**config.mk**
```make
export PLATFORM = sky130hd
export DESIGN_NAME = wifi_status_icon_pixel_generator
export DESIGN_NICKNAME = d
export VERILOG_FILES = /design/src/design/wsicon_pkg.sv /design/src/design/wifi_status_icon_pixel_generator.sv
export SDC_FILE = /design/constraint.sdc
export NUM_CORES = 1
export LEC_CHECK = 0
export ABC_AREA = 0
export BUFFER_PORTS_ARGS = -buffer_cell sky130_fd_sc_hd__buf_2
export CORE_MARGIN = 2
export CORE_UTILIZATION = 37
export CTS_BUF_LIST = sky130_fd_sc_hd__clkbuf_4 sky130_fd_sc_hd__clkbuf_8
export DETAILED_ROUTE_END_ITERATION = 10
export PLACE_DENSITY = 0.64
export SYNTH_ARGS = -nofsm -noshare
export SYNTH_HDL_FRONTEND = slang
export SYNTH_SLANG_ARGS = --single-unit
```
**constraint.sdc**
```tcl
create_clock -name i_clk -period 4 [get_ports i_clk]
set_input_delay 0.8 -clock i_clk [delete_from_list [all_inputs] [get_ports i_clk]]
set_output_delay 0.8 -clock i_clk [all_outputs]
set_load 0.01 [all_outputs]
```
**src/design/wsicon_pkg.sv**
```systemverilog
// Shared constants and helper functions for the signal status icon pixel generator.
// Depends on nothing; imported by the generator and its port checker.
`default_nettype none

package wsicon_pkg;

    // Icon geometry and port widths
    localparam int ICON_SIDE   = 34;
    localparam int PIX_W       = 6;
    localparam int COLOR_W     = 16;
    localparam int CFG_IDX_W   = 2;
    localparam int CFG_DATA_W  = 16;
    localparam int LEVEL_W     = 8;

    // Signed offset from the centre, squared offset and squared distance
    localparam int OFS_W       = PIX_W + 1;
    localparam int SQ_W        = 2 * PIX_W;
    localparam int D2_W        = SQ_W + 1;

    // Colours
    localparam logic [COLOR_W-1:0] COLOR_BLACK = 16'h0000;
    localparam logic [COLOR_W-1:0] COLOR_RED   = 16'hF800;
    localparam logic [COLOR_W-1:0] BG_RESET    = 16'hFFFF;

    // Disc and bands
    localparam int HUB_X       = 18;
    localparam int HUB_Y       = 17;
    localparam int DOT_R       = 2;
    localparam int NUM_BANDS   = 3;
    localparam int FIRST_RING  = 7;
    localparam int RING_STEP   = 4;
    localparam int RING_WIDTH  = 2;

    // Diagonal slash of 3x3 squares
    localparam int SLASH_X0    = 27;
    localparam int SLASH_Y0    = 3;
    localparam int SLASH_STEPS = 16;
    localparam int SLASH_HALF  = 1;

    // Configuration register indexes
    localparam logic [CFG_IDX_W-1:0] REG_SHOWN = 2'd0;
    localparam logic [CFG_IDX_W-1:0] REG_LEVEL = 2'd1;
    localparam logic [CFG_IDX_W-1:0] REG_ALERT = 2'd2;
    localparam logic [CFG_IDX_W-1:0] REG_BG    = 2'd3;

    typedef logic [COLOR_W-1:0] t_color;
    typedef logic [PIX_W-1:0]   t_pix;

    // Outer radius of band k
    function automatic int band_outer(input int k);
        return FIRST_RING + k * RING_STEP;
    endfunction

    // Inner radius of band k
    function automatic int band_inner(input int k);
        return band_outer(k) - RING_WIDTH;
    endfunction

endpackage

`default_nettype wire

```
**src/design/wifi_status_icon_pixel_generator.sv**
```systemverilog
// Pixel generator for the signal status icon: three-stage colour pipeline.
// Depends on wsicon_pkg for geometry, colours and register indexes.
`default_nettype none

// Usage
//   Input: a pixel coordinate on i_pixel_x / i_pixel_y, transferred at a rising
//   edge with start high and busy low. busy is always low, so one pixel can be
//   started in every cycle.
//   Output: o_valid strobes for one cycle with o_pixel_color and o_icon_hidden.
//   The receiver cannot hold results off; every result shows exactly once.
//   A pixel's result passes through three register stages (coordinate offsets
//   and slash test, squares and sector test, distance sum with band compares
//   and colour select) on its way to the outputs. Throughput: one pixel per
//   clock.
//   Configuration: i_cfg_we writes i_cfg_data to the register at i_cfg_idx
//   (shown, level, alert, background) at the same edge, with no wait. Write
//   only while no pixel is in flight.
//   Reset: synchronous, active low. It empties the pipeline and sets shown,
//   level and alert to 0 and the background to white.
//   A hidden icon gives o_icon_hidden high and colour 0.
module wifi_status_icon_pixel_generator (
    input  wire logic                                 i_clk,
    input  wire logic                                 i_rst_n,
    input  wire logic                                 start,
    output logic                                      busy,
    input  wire logic [wsicon_pkg::PIX_W-1:0]         i_pixel_x,
    input  wire logic [wsicon_pkg::PIX_W-1:0]         i_pixel_y,
    input  wire logic                                 i_cfg_we,
    input  wire logic [wsicon_pkg::CFG_IDX_W-1:0]     i_cfg_idx,
    input  wire logic [wsicon_pkg::CFG_DATA_W-1:0]    i_cfg_data,
    output logic                                      o_valid,
    output logic [wsicon_pkg::COLOR_W-1:0]            o_pixel_color,
    output logic                                      o_icon_hidden
);
    import wsicon_pkg::*;

    // Configuration registers
    logic                r_shown;
    logic [LEVEL_W-1:0]  r_level;
    logic                r_alert;
    t_color              r_bg;

    // Stage 1: offsets from the centre, icon bounds, slash hit
    logic                     r_v1;
    logic signed [OFS_W-1:0]  r_ex1;
    logic signed [OFS_W-1:0]  r_ey1;
    logic                     r_in1;
    logic                     r_red1;
    logic signed [OFS_W-1:0]  n_ex1;
    logic signed [OFS_W-1:0]  n_ey1;
    logic                     n_in1;
    logic                     n_red1;

    // Stage 2: squares, upward sector, apex helpers
    logic                     r_v2;
    logic [SQ_W-1:0]          r_exsq2;
    logic [SQ_W-1:0]          r_eysq2;
    logic                     r_sect2;
    logic                     r_ex0_2;
    logic signed [OFS_W-1:0]  r_ey2;
    logic                     r_in2;
    logic                     r_red2;
    logic [OFS_W-1:0]         n_abs_ex;
    logic                     n_sect2;

    // Stage 3: distance, bands, colour
    logic [D2_W-1:0]          n_d2;
    logic [1:0]               n_bands;
    logic                     n_black;
    t_color                   n_color;
    logic                     r_valid;
    t_color                   r_color;
    logic                     r_hidden;

    // Take configuration writes
    always_ff @(posedge i_clk) begin
        if (!i_rst_n) begin
            r_shown <= 1'b0;
            r_level <= '0;
            r_alert <= 1'b0;
            r_bg    <= BG_RESET;
        end else if (i_cfg_we) begin
            unique case (i_cfg_idx)
                REG_SHOWN: r_shown <= i_cfg_data[0];
                REG_LEVEL: r_level <= i_cfg_data[LEVEL_W-1:0];
                REG_ALERT: r_alert <= i_cfg_data[0];
                REG_BG:    r_bg    <= i_cfg_data[COLOR_W-1:0];
            endcase
        end
    end

    // Stage 1 logic: offsets, bounds and slash squares
    always_comb begin
        logic [OFS_W-1:0] xk;
        logic [OFS_W-1:0] yu;
        n_ex1  = OFS_W'($signed({1'b0, i_pixel_x})) - OFS_W'(HUB_X);
        n_ey1  = OFS_W'(HUB_Y) - OFS_W'($signed({1'b0, i_pixel_y}));
        n_in1  = ({1'b0, i_pixel_x} < OFS_W'(ICON_SIDE))
              && ({1'b0, i_pixel_y} < OFS_W'(ICON_SIDE));
        n_red1 = 1'b0;
        yu     = {1'b0, i_pixel_y};
        // Square k is centred at (SLASH_X0-k, SLASH_Y0+k)
        for (int k = 0; k < SLASH_STEPS; k++) begin
            xk = {1'b0, i_pixel_x} + OFS_W'(k);
            if (xk >= OFS_W'(SLASH_X0 - SLASH_HALF) && xk <= OFS_W'(SLASH_X0 + SLASH_HALF)
                && yu >= OFS_W'(SLASH_Y0 + k - SLASH_HALF)
                && yu <= OFS_W'(SLASH_Y0 + k + SLASH_HALF)) begin
                n_red1 = 1'b1;
            end
        end
    end

    // Stage 2 logic: upward 90-degree sector
    always_comb begin
        n_abs_ex = (r_ex1 < 0) ? OFS_W'(-r_ex1) : OFS_W'(r_ex1);
        n_sect2  = (r_ey1 >= 0) && ($signed(n_abs_ex) <= r_ey1);
    end

    // Stage 3 logic: disc, bands less their apex, slash overwrite, hidden override
    always_comb begin
        n_d2    = D2_W'(r_exsq2) + D2_W'(r_eysq2);
        n_bands = (r_level == '0 || r_level > LEVEL_W'(NUM_BANDS))
                ? 2'(NUM_BANDS) : r_level[1:0];
        n_black = (n_d2 <= D2_W'(DOT_R * DOT_R));
        for (int k = 0; k < NUM_BANDS; k++) begin
            if (r_sect2 && (2'(k) < n_bands)
                && n_d2 >= D2_W'(band_inner(k) * band_inner(k))
                && n_d2 <= D2_W'(band_outer(k) * band_outer(k))
                && !(r_ex0_2 && r_ey2 == OFS_W'(band_outer(k)))) begin
                n_black = 1'b1;
            end
        end
        n_color = r_bg;
        if (r_in2) begin
            if (n_black) begin
                n_color = COLOR_BLACK;
            end
            if (r_alert && r_red2) begin
                n_color = COLOR_RED;
            end
        end
        if (!r_shown) begin
            n_color = COLOR_BLACK;
        end
    end

    // Advance valid bits
    always_ff @(posedge i_clk) begin
        if (!i_rst_n) begin
            r_v1    <= 1'b0;
            r_v2    <= 1'b0;
            r_valid <= 1'b0;
        end else begin
            r_v1    <= start && !busy;
            r_v2    <= r_v1;
            r_valid <= r_v2;
        end
    end

    // Advance payload
    always_ff @(posedge i_clk) begin
        r_ex1    <= n_ex1;
        r_ey1    <= n_ey1;
        r_in1    <= n_in1;
        r_red1   <= n_red1;
        r_exsq2  <= SQ_W'(r_ex1 * r_ex1);
        r_eysq2  <= SQ_W'(r_ey1 * r_ey1);
        r_sect2  <= n_sect2;
        r_ex0_2  <= (r_ex1 == '0);
        r_ey2    <= r_ey1;
        r_in2    <= r_in1;
        r_red2   <= r_red1;
        r_color  <= n_color;
        r_hidden <= !r_shown;
    end

    assign busy          = 1'b0;
    assign o_valid       = r_valid;
    assign o_pixel_color = r_color;
    assign o_icon_hidden = r_hidden;

endmodule

`default_nettype wire

```
==> metrics.log, run 1 <==
INFO  metric antennaDiodeCount = 0
INFO  metric cp-start-kind = flip-flop
INFO  metric cts.sinks = 94
INFO  metric layout.cells.non_filler = 1,272
INFO  metric vias_per_instance = 5.15
INFO  metric insertion_delay = 390 ps
INFO  metric clock_tree_from_tritoncts = done
INFO  metric grt_first_pass_wirelength = 30.0 mm
INFO  metric post_route_cells_drive_above_1_share = 13.9%
INFO  metric postSynthCellCount = 940
INFO  metric worstHoldStart = r_in1
INFO  metric largest_family_of_logic_cells_by_synthesized_area = adder cells
INFO  metric timing_worst_slew_pin_value = 984 ps
INFO  metric synth_area = 8080 µm²
INFO  metric cts_root_buf = sky130_fd_sc_hd__clkbuf_8
INFO  metric synth_xor_xnor_area_share = 6.72%
INFO  metric floorplan.initialDensity = 37.3%
INFO  metric post_synth.cell_area_avg = 8.59 µm²
INFO  metric timing.critical_path.arrival = 4090 ps
INFO  metric synth_compound_gate_area_share = 14.5%
INFO  metric dieArea = 23,000 µm²
INFO  metric status = complete, no violations
INFO  metric end_kind = flip-flop
INFO  metric grt_max_degree = 34
INFO  metric grt_use_met2 = 28.0%
INFO  metric pre_cts_ws = 21.7 ps
INFO  metric holdCritPathClass = flip-flop to flip-flop
INFO  metric finalCriticalPeriod = ~3800 ps
INFO  metric finalSetupTns = 0 ps
INFO  metric grt.busiest_layer = met2
INFO  metric synth-async-reset-ratio = 0%
INFO  metric yosys_register_bits = 94
INFO  metric maxcap_viol_count = 0
INFO  metric cts.repair_timing.setup_buffer_count = 0
INFO  metric timing_worst_setup_path_type = flip-flop to flip-flop
INFO  metric final.setup.worst_slack = 178 ps
INFO  metric coreArea = 21,600 µm²
INFO  metric synth_sequential_area_ratio = roughly a quarter
INFO  metric setup_repair_after_global_routing_missed_its_margin = false
INFO  metric finalWeightedCongestion = 0.936
INFO  metric yosys.area_share.adder = a little over a quarter
INFO  metric utilization = approximately 41%
INFO  metric detailed_place_hpwl = around 14 mm
INFO  metric gr-total-overflow = 0
INFO  metric drt-total-wl = 18.0 mm
INFO  metric dr.first_iter.drc_count = 295
INFO  metric gr-usage-met3 = under 10%
INFO  metric max-clock-path-buffers = 2
INFO  metric path_clk_slew = 90 ps
INFO  metric timing.final.crit_share = 95.5%
INFO  metric max_clock_freq = approximately 0.26 GHz
INFO  metric ys.flop_type = sky130_fd_sc_hd__dfxtp_1
INFO  metric cts_hold_repair.buffers = 0
INFO  metric fp.dieH = 152 µm
INFO  metric ios = 53
INFO  metric fp.dieW = around 150 µm
INFO  metric worst_setup_path_startpoint = r_ex1[6]
INFO  metric finalHoldViolations = 0
INFO  metric ys_types = 68
INFO  metric htree_levels = 3
INFO  metric drc = 0
INFO  metric yosysWarnings = 0
INFO  metric vias_in_the_first_global_route = 6,257
INFO  metric wl_per_cell = roughly 14 µm
INFO  metric fin_skew = about 14 ps
INFO  metric worst_slew_margin_rel = 34.3%
INFO  metric floorplan.rows = 54
INFO  metric vdd_ir_drop_max = 0.000308 V
INFO  metric dr.pass1.iters = 5
INFO  metric synth.net_count = 1,117
INFO  metric antenna_left = 0
INFO  metric grt_util_met1 = 20.5%
INFO  metric placed_cells_incl_taps = 1,256
INFO  metric p_leak = 0.00419 µW
INFO  metric design.final.nets = 1,164
INFO  metric cts_resized = 0
INFO  metric tritoncts.num_buffers = 9
INFO  metric worst-endpoint-required = 4270 ps
INFO  metric r2r-start = r_ex1[6]
INFO  metric grt.total_usage = about 16%
INFO  metric synthMuxAreaShare = 2.00%
INFO  metric p_per_area = 523 nW/µm²
INFO  metric antenna_found_initial = 0
INFO  metric synth_edf_count = 0
INFO  metric detailroute.via_count = 6,551
INFO  metric finalSetupViolCount = 0
INFO  metric port_buffers = 51
INFO  metric max_slew_violation_count = 0
INFO  metric synth_simple_gate_area_share = 19.2%
INFO  metric path_max_fanout = 8
INFO  metric flow.area_growth_from_synthesis = 10.7%
[sequential cells by signal, summed over array words and instances, names as in the netlist]
signal / count
r_ex0_2: 1
r_ey1: 7
r_in1: 1
o_icon_hidden: 1
r_level: 8
r_shown: 1
r_sect2: 1
r_v2: 1
r_eysq2: 10
r_in2: 1
r_ey2: 7
r_alert: 1
r_ex1: 7
o_valid: 1
r_red1: 1
r_bg: 16
r_v1: 1
r_exsq2: 11
o_pixel_color: 16
r_red2: 1
[synth_stat cells, types with 10 or more instances]
library cell	n	share of area [%]
sky130_fd_sc_hd__inv_1	92	4.3
sky130_fd_sc_hd__o21ai_0	33	2.0
sky130_fd_sc_hd__a31oi_1	10	0.77
sky130_fd_sc_hd__nand3_1	40	2.5
sky130_fd_sc_hd__o21ai_2	10	1.1
sky130_fd_sc_hd__fa_1	54	13
sky130_fd_sc_hd__dfxtp_1	94	23
sky130_fd_sc_hd__and2_1	13	1.0
sky130_fd_sc_hd__ha_1	89	14
sky130_fd_sc_hd__nor2b_1	21	1.6
sky130_fd_sc_hd__mux2i_1	15	1.9
sky130_fd_sc_hd__xor2_1	18	2.0
sky130_fd_sc_hd__nand2b_1	10	0.77
sky130_fd_sc_hd__a21o_1	13	1.2
sky130_fd_sc_hd__xnor2_1	44	4.8
sky130_fd_sc_hd__nor2_1	47	2.2
sky130_fd_sc_hd__nand4_1	36	2.8
sky130_fd_sc_hd__a21oi_1	50	3.1
sky130_fd_sc_hd__nor3_1	11	0.68
sky130_fd_sc_hd__nand2_1	90	4.2
sky130_fd_sc_hd__clkbuf_1	32	1.5
[power breakdown]
group	internal [µW]	switching (µW)
registers	1110	90.9
logic	1250	1560
clock network	307	363
[cell usage in the layout, fill, tap and decap left out, types with 10 or more instances in the layout]
cell type and instances:
sky130_fd_sc_hd__nand2_1 90, sky130_fd_sc_hd__fa_1 53, sky130_fd_sc_hd__nand3_1 40, sky130_fd_sc_hd__buf_2 51
sky130_fd_sc_hd__and2_1 12, sky130_fd_sc_hd__nand4_1 36, sky130_fd_sc_hd__o21ai_2 10, sky130_fd_sc_hd__nor3_1 11
sky130_fd_sc_hd__a21oi_1 47, sky130_fd_sc_hd__ha_1 88, sky130_fd_sc_hd__a31oi_1 10, sky130_fd_sc_hd__dfxtp_1 90
sky130_fd_sc_hd__xnor2_1 44, sky130_fd_sc_hd__nor2_1 44, sky130_fd_sc_hd__o21ai_0 33, sky130_fd_sc_hd__nand2b_1 10
sky130_fd_sc_hd__a21o_1 13, sky130_fd_sc_hd__nor2b_1 21, sky130_fd_sc_hd__mux2i_1 15, sky130_fd_sc_hd__inv_1 90
sky130_fd_sc_hd__buf_4 29, sky130_fd_sc_hd__xor2_1 18
[area by class of cell]
type / count / area [µm²]
Clock inverter: 6 / 75.1
Fill cell: 2175 / 12700
Timing Repair Buffer: 80 / 473
Clock buffer: 10 / 131
Inverter: 96 / 360
Sequential cell: 94 / 1890
Multi-Input combinational cell: 706 / 5660
Tap cell: 280 / 350
[metrics by stage]
step / power (µW) / hold WS (ps) / area (µm²)
2_1_floorplan: 3420 / 310 / 8080
3_3_place_gp: 3930 / 362 / 8690
3_5_place_dp: 3980 / 353 / 8690
4_1_cts: 4670 / 363 / 8900
5_1_grt: 5140 / 366 / 8940
6_report: 4680 / 364 / 8940
[critical path: stages, from the launching register on]
cell and delay [ps]:
sky130_fd_sc_hd__dfxtp_2 350, sky130_fd_sc_hd__buf_4 160, sky130_fd_sc_hd__and2_1 210, sky130_fd_sc_hd__fa_2 630, sky130_fd_sc_hd__inv_1 70, sky130_fd_sc_hd__fa_1 520, sky130_fd_sc_hd__inv_1 50, sky130_fd_sc_hd__fa_1 500
sky130_fd_sc_hd__fa_1 610, sky130_fd_sc_hd__ha_4 230, sky130_fd_sc_hd__a21oi_1 130, sky130_fd_sc_hd__o21ai_0 110, sky130_fd_sc_hd__xnor2_1 130
[layer usage]
layer  vias up  part of all wire, %
li1       3307                    -
met5         -                    0
met4         0                  2.6
met1      3065                   45
met2       150                   49
met3        29                  4.1
[logic make-up after synthesis]
logic type                 Yosys count
other                                1
DFF                                 94
and+or+nand+nor                    307
buffers and inverters              140
muxes                               16
AOI/OAI and AO/OA                  177
adders and majority gates          143
xor gates and xnor gates            62
[path summary, 6_finish.rpt]
| path | depth (start not counted) | to | slack (ps) |
|---|---|---|---|
| max | 12 | r_exsq2[11] | 180 |
| max reg2reg | 12 | r_exsq2[11] | 180 |
| min | 0 | r_in2 | 360 |
| min reg2reg | 0 | r_in2 | 360 |
Note: power is estimated with default switching activity, not from simulation.
==> run 2: changes to the inputs <==
- CTS_BUF_LIST: sky130_fd_sc_hd__clkbuf_4 sky130_fd_sc_hd__clkbuf_8 -> default
==> run 2 against run 1 <==
Clock skew is 2.6 ps lower; sequential power barely moved; utilization grew 0.44 points; highest routed layer unchanged; largest cell class unchanged; critical path type unchanged.
==> metrics.log, run 2 (same netlist as run 1, synthesis figures left out) <==
INFO  metric vias_per_instance = 5.11 (-0.87%)
INFO  metric tritoncts.num_buffers = 9 (unchanged)
INFO  metric drt-total-wl = 18.0 mm (+0.24%)
INFO  metric port_buffers = 51 (unchanged)
INFO  metric maxcap_viol_count = 0 (unchanged)
INFO  metric path_clk_slew = 60 ps (-30 ps)
INFO  metric fp.dieH = 152 µm (unchanged)
INFO  metric cts_hold_repair.buffers = 0 (unchanged)
INFO  metric worst-endpoint-required = 4230 ps (-40 ps)
INFO  metric finalHoldViolations = 0 (unchanged)
INFO  metric gr-total-overflow = 0 (unchanged)
INFO  metric grt.total_usage = 16.3% (+0.043 points)
INFO  metric mostFrequentLayoutCells = 91 x sky130_fd_sc_hd__dfxtp_1, 90 x sky130_fd_sc_hd__nand2_1, 90 x sky130_fd_sc_hd__inv_1
INFO  metric wl_per_cell = 14.2 µm (+0.24%)
INFO  metric floorplan.initialDensity = 37.3% (unchanged)
INFO  metric cts_resized = 1 (+1)
INFO  metric status = complete, no violations
INFO  metric coreArea = 21,600 µm² (unchanged)
INFO  metric p_leak = 0.00424 µW (+1.0%)
INFO  metric antenna_left = 0 (unchanged)
INFO  metric worst_slew_margin_rel = 36.0% (+1.7 points)
INFO  metric cts_root_buf = sky130_fd_sc_hd__clkbuf_16
INFO  metric drc = 0 (unchanged)
INFO  metric max_slew_violation_count = 0 (unchanged)
INFO  metric multi_input_area = 5660 µm² (about the same)
INFO  metric cp-start-kind = flip-flop
INFO  metric insertion_delay = 350 ps (-40 ps)
INFO  metric layout_commonest_cell = sky130_fd_sc_hd__dfxtp_1
INFO  metric antenna_found_initial = 0 (unchanged)
INFO  metric post_route_cells_drive_above_1_share = 13.5% (-0.40 points)
INFO  metric timing.critical_path.arrival = 4070 ps (-20 ps)
INFO  metric cts.repair_timing.setup_buffer_count = 0 (unchanged)
INFO  metric dr.pass1.iters = 5 (unchanged)
INFO  metric dieArea = 23,000 µm² (unchanged)
INFO  metric cts.sinks = 94 (unchanged)
INFO  metric finalSetupTns = 0 ps (unchanged)
INFO  metric fin_skew = 11.5 ps (-2.57 ps)
INFO  metric p_per_area = 542 nW/µm² (+3.6%)
INFO  metric max-clock-path-buffers = 2 (unchanged)
INFO  metric path_max_fanout = 8 (unchanged)
INFO  metric timing.final.crit_share = 95.8% (+0.27 points)
INFO  metric grt_max_degree = 34 (unchanged)
INFO  metric design.final.nets = 1,164 (unchanged)
INFO  metric dr.first_iter.drc_count = 266 (-9.8%)
INFO  metric end_kind = flip-flop
INFO  metric timing_worst_setup_path_type = flip-flop to flip-flop
INFO  metric register_area = 1890 µm² (about the same)
INFO  metric htree_levels = 3 (unchanged)
INFO  metric grt_first_pass_wirelength = 30.0 mm (+0.18%)
INFO  metric filler_cells_inserted = 2,161 (-0.64%)
INFO  metric finalCriticalPeriod = 3830 ps (+10.9 ps)
INFO  metric finalWeightedCongestion = 0.936 (unchanged)
INFO  metric vdd_ir_drop_max = 0.000311 V (+1.1%)
INFO  metric setup_repair_after_global_routing_missed_its_margin = false
INFO  metric vias_in_the_first_global_route = 6,276 (+0.30%)
INFO  metric antennaDiodeCount = 0 (unchanged)
INFO  metric flow.area_growth_from_synthesis = 11.9%
INFO  metric finalSetupViolCount = 0 (unchanged)
INFO  metric ios = 53 (unchanged)
INFO  metric pre_cts_ws = 21.7 ps (unchanged)
INFO  metric clock_tree_from_tritoncts = done
INFO  metric timing_worst_slew_pin_value = 959 ps (-24.8 ps)
INFO  metric max_clock_freq = 0.261 GHz (-0.28%)
INFO  metric detailed_place_hpwl = 14.2 mm (unchanged)
INFO  metric final.setup.worst_slack = 168 ps (-10.9 ps)
INFO  metric detailroute.via_count = 6,494 (-0.87%)
INFO  metric holdCritPathClass = flip-flop to flip-flop
INFO  metric fp.dieW = 152 µm (unchanged)
INFO  metric floorplan.rows = 54 (unchanged)
==> run 2: layer usage <==
layer | share of wire (%) | global-route usage (%) | wire [µm]
met4 | 2.8 | 5.74 | 503
met3 | 4.2 | 2.51 | 759
met2 | 49 | 28.3 | 8770
met5 | 0 | 0 | 0
met1 | 44 | 20.5 | 7990
==> run 2: worst paths after layout <==
path,from,end,slack (ps),cells after the start
worst min-delay path,r_in1,r_in2,350,0
worst max register to register,r_ex1[6],r_exsq2[11],170,12
worst min register to register,r_in1,r_in2,350,0
worst max-delay path,r_ex1[6],r_exsq2[11],170,12
==> run 2: critical path, stage by stage, from the launching register on <==
cell	delay, ps
sky130_fd_sc_hd__dfxtp_1	340
sky130_fd_sc_hd__buf_4	170
sky130_fd_sc_hd__and2_1	200
sky130_fd_sc_hd__fa_2	630
sky130_fd_sc_hd__inv_1	70
sky130_fd_sc_hd__fa_1	520
sky130_fd_sc_hd__inv_1	50
sky130_fd_sc_hd__fa_1	500
sky130_fd_sc_hd__fa_1	610
sky130_fd_sc_hd__ha_4	230
sky130_fd_sc_hd__a21oi_1	130
sky130_fd_sc_hd__o21ai_0	110
sky130_fd_sc_hd__xnor2_1	130
==> run 2: layout make-up <==
type / instances / area share [%]
Inverter: 96 / 3.99
Timing Repair Buffer: 80 / 5.23
Multi-Input combinational cell: 706 / 62.6
Tap cell: 280 / 3.88
Clock inverter: 6 / 0.831
Sequential cell: 94 / 20.9
Clock buffer: 10 / 2.53
==> run 2: per-stage QoR <==
step                hold slack [ps]  utilization (%)  std cells  instance area, µm²  total power (µW)
floorplan                       310                -        940                8080              3420
global placement                362             40.2       1256                8690              3930
detailed placement              353             40.2       1256                8690              3980
CTS                             362             41.6       1272                9000              4890
global route                    365             41.8       1272                9040              5360
finish                          353             41.8       1272                9040              4900
==> run 2: power breakdown <==
group | total, µW | switching, µW | internal (µW)
clock network | 885 | 389 | 496
logic | 2820 | 1560 | 1250
registers | 1200 | 91.3 | 1110
total | 4900 | 2040 | 2860
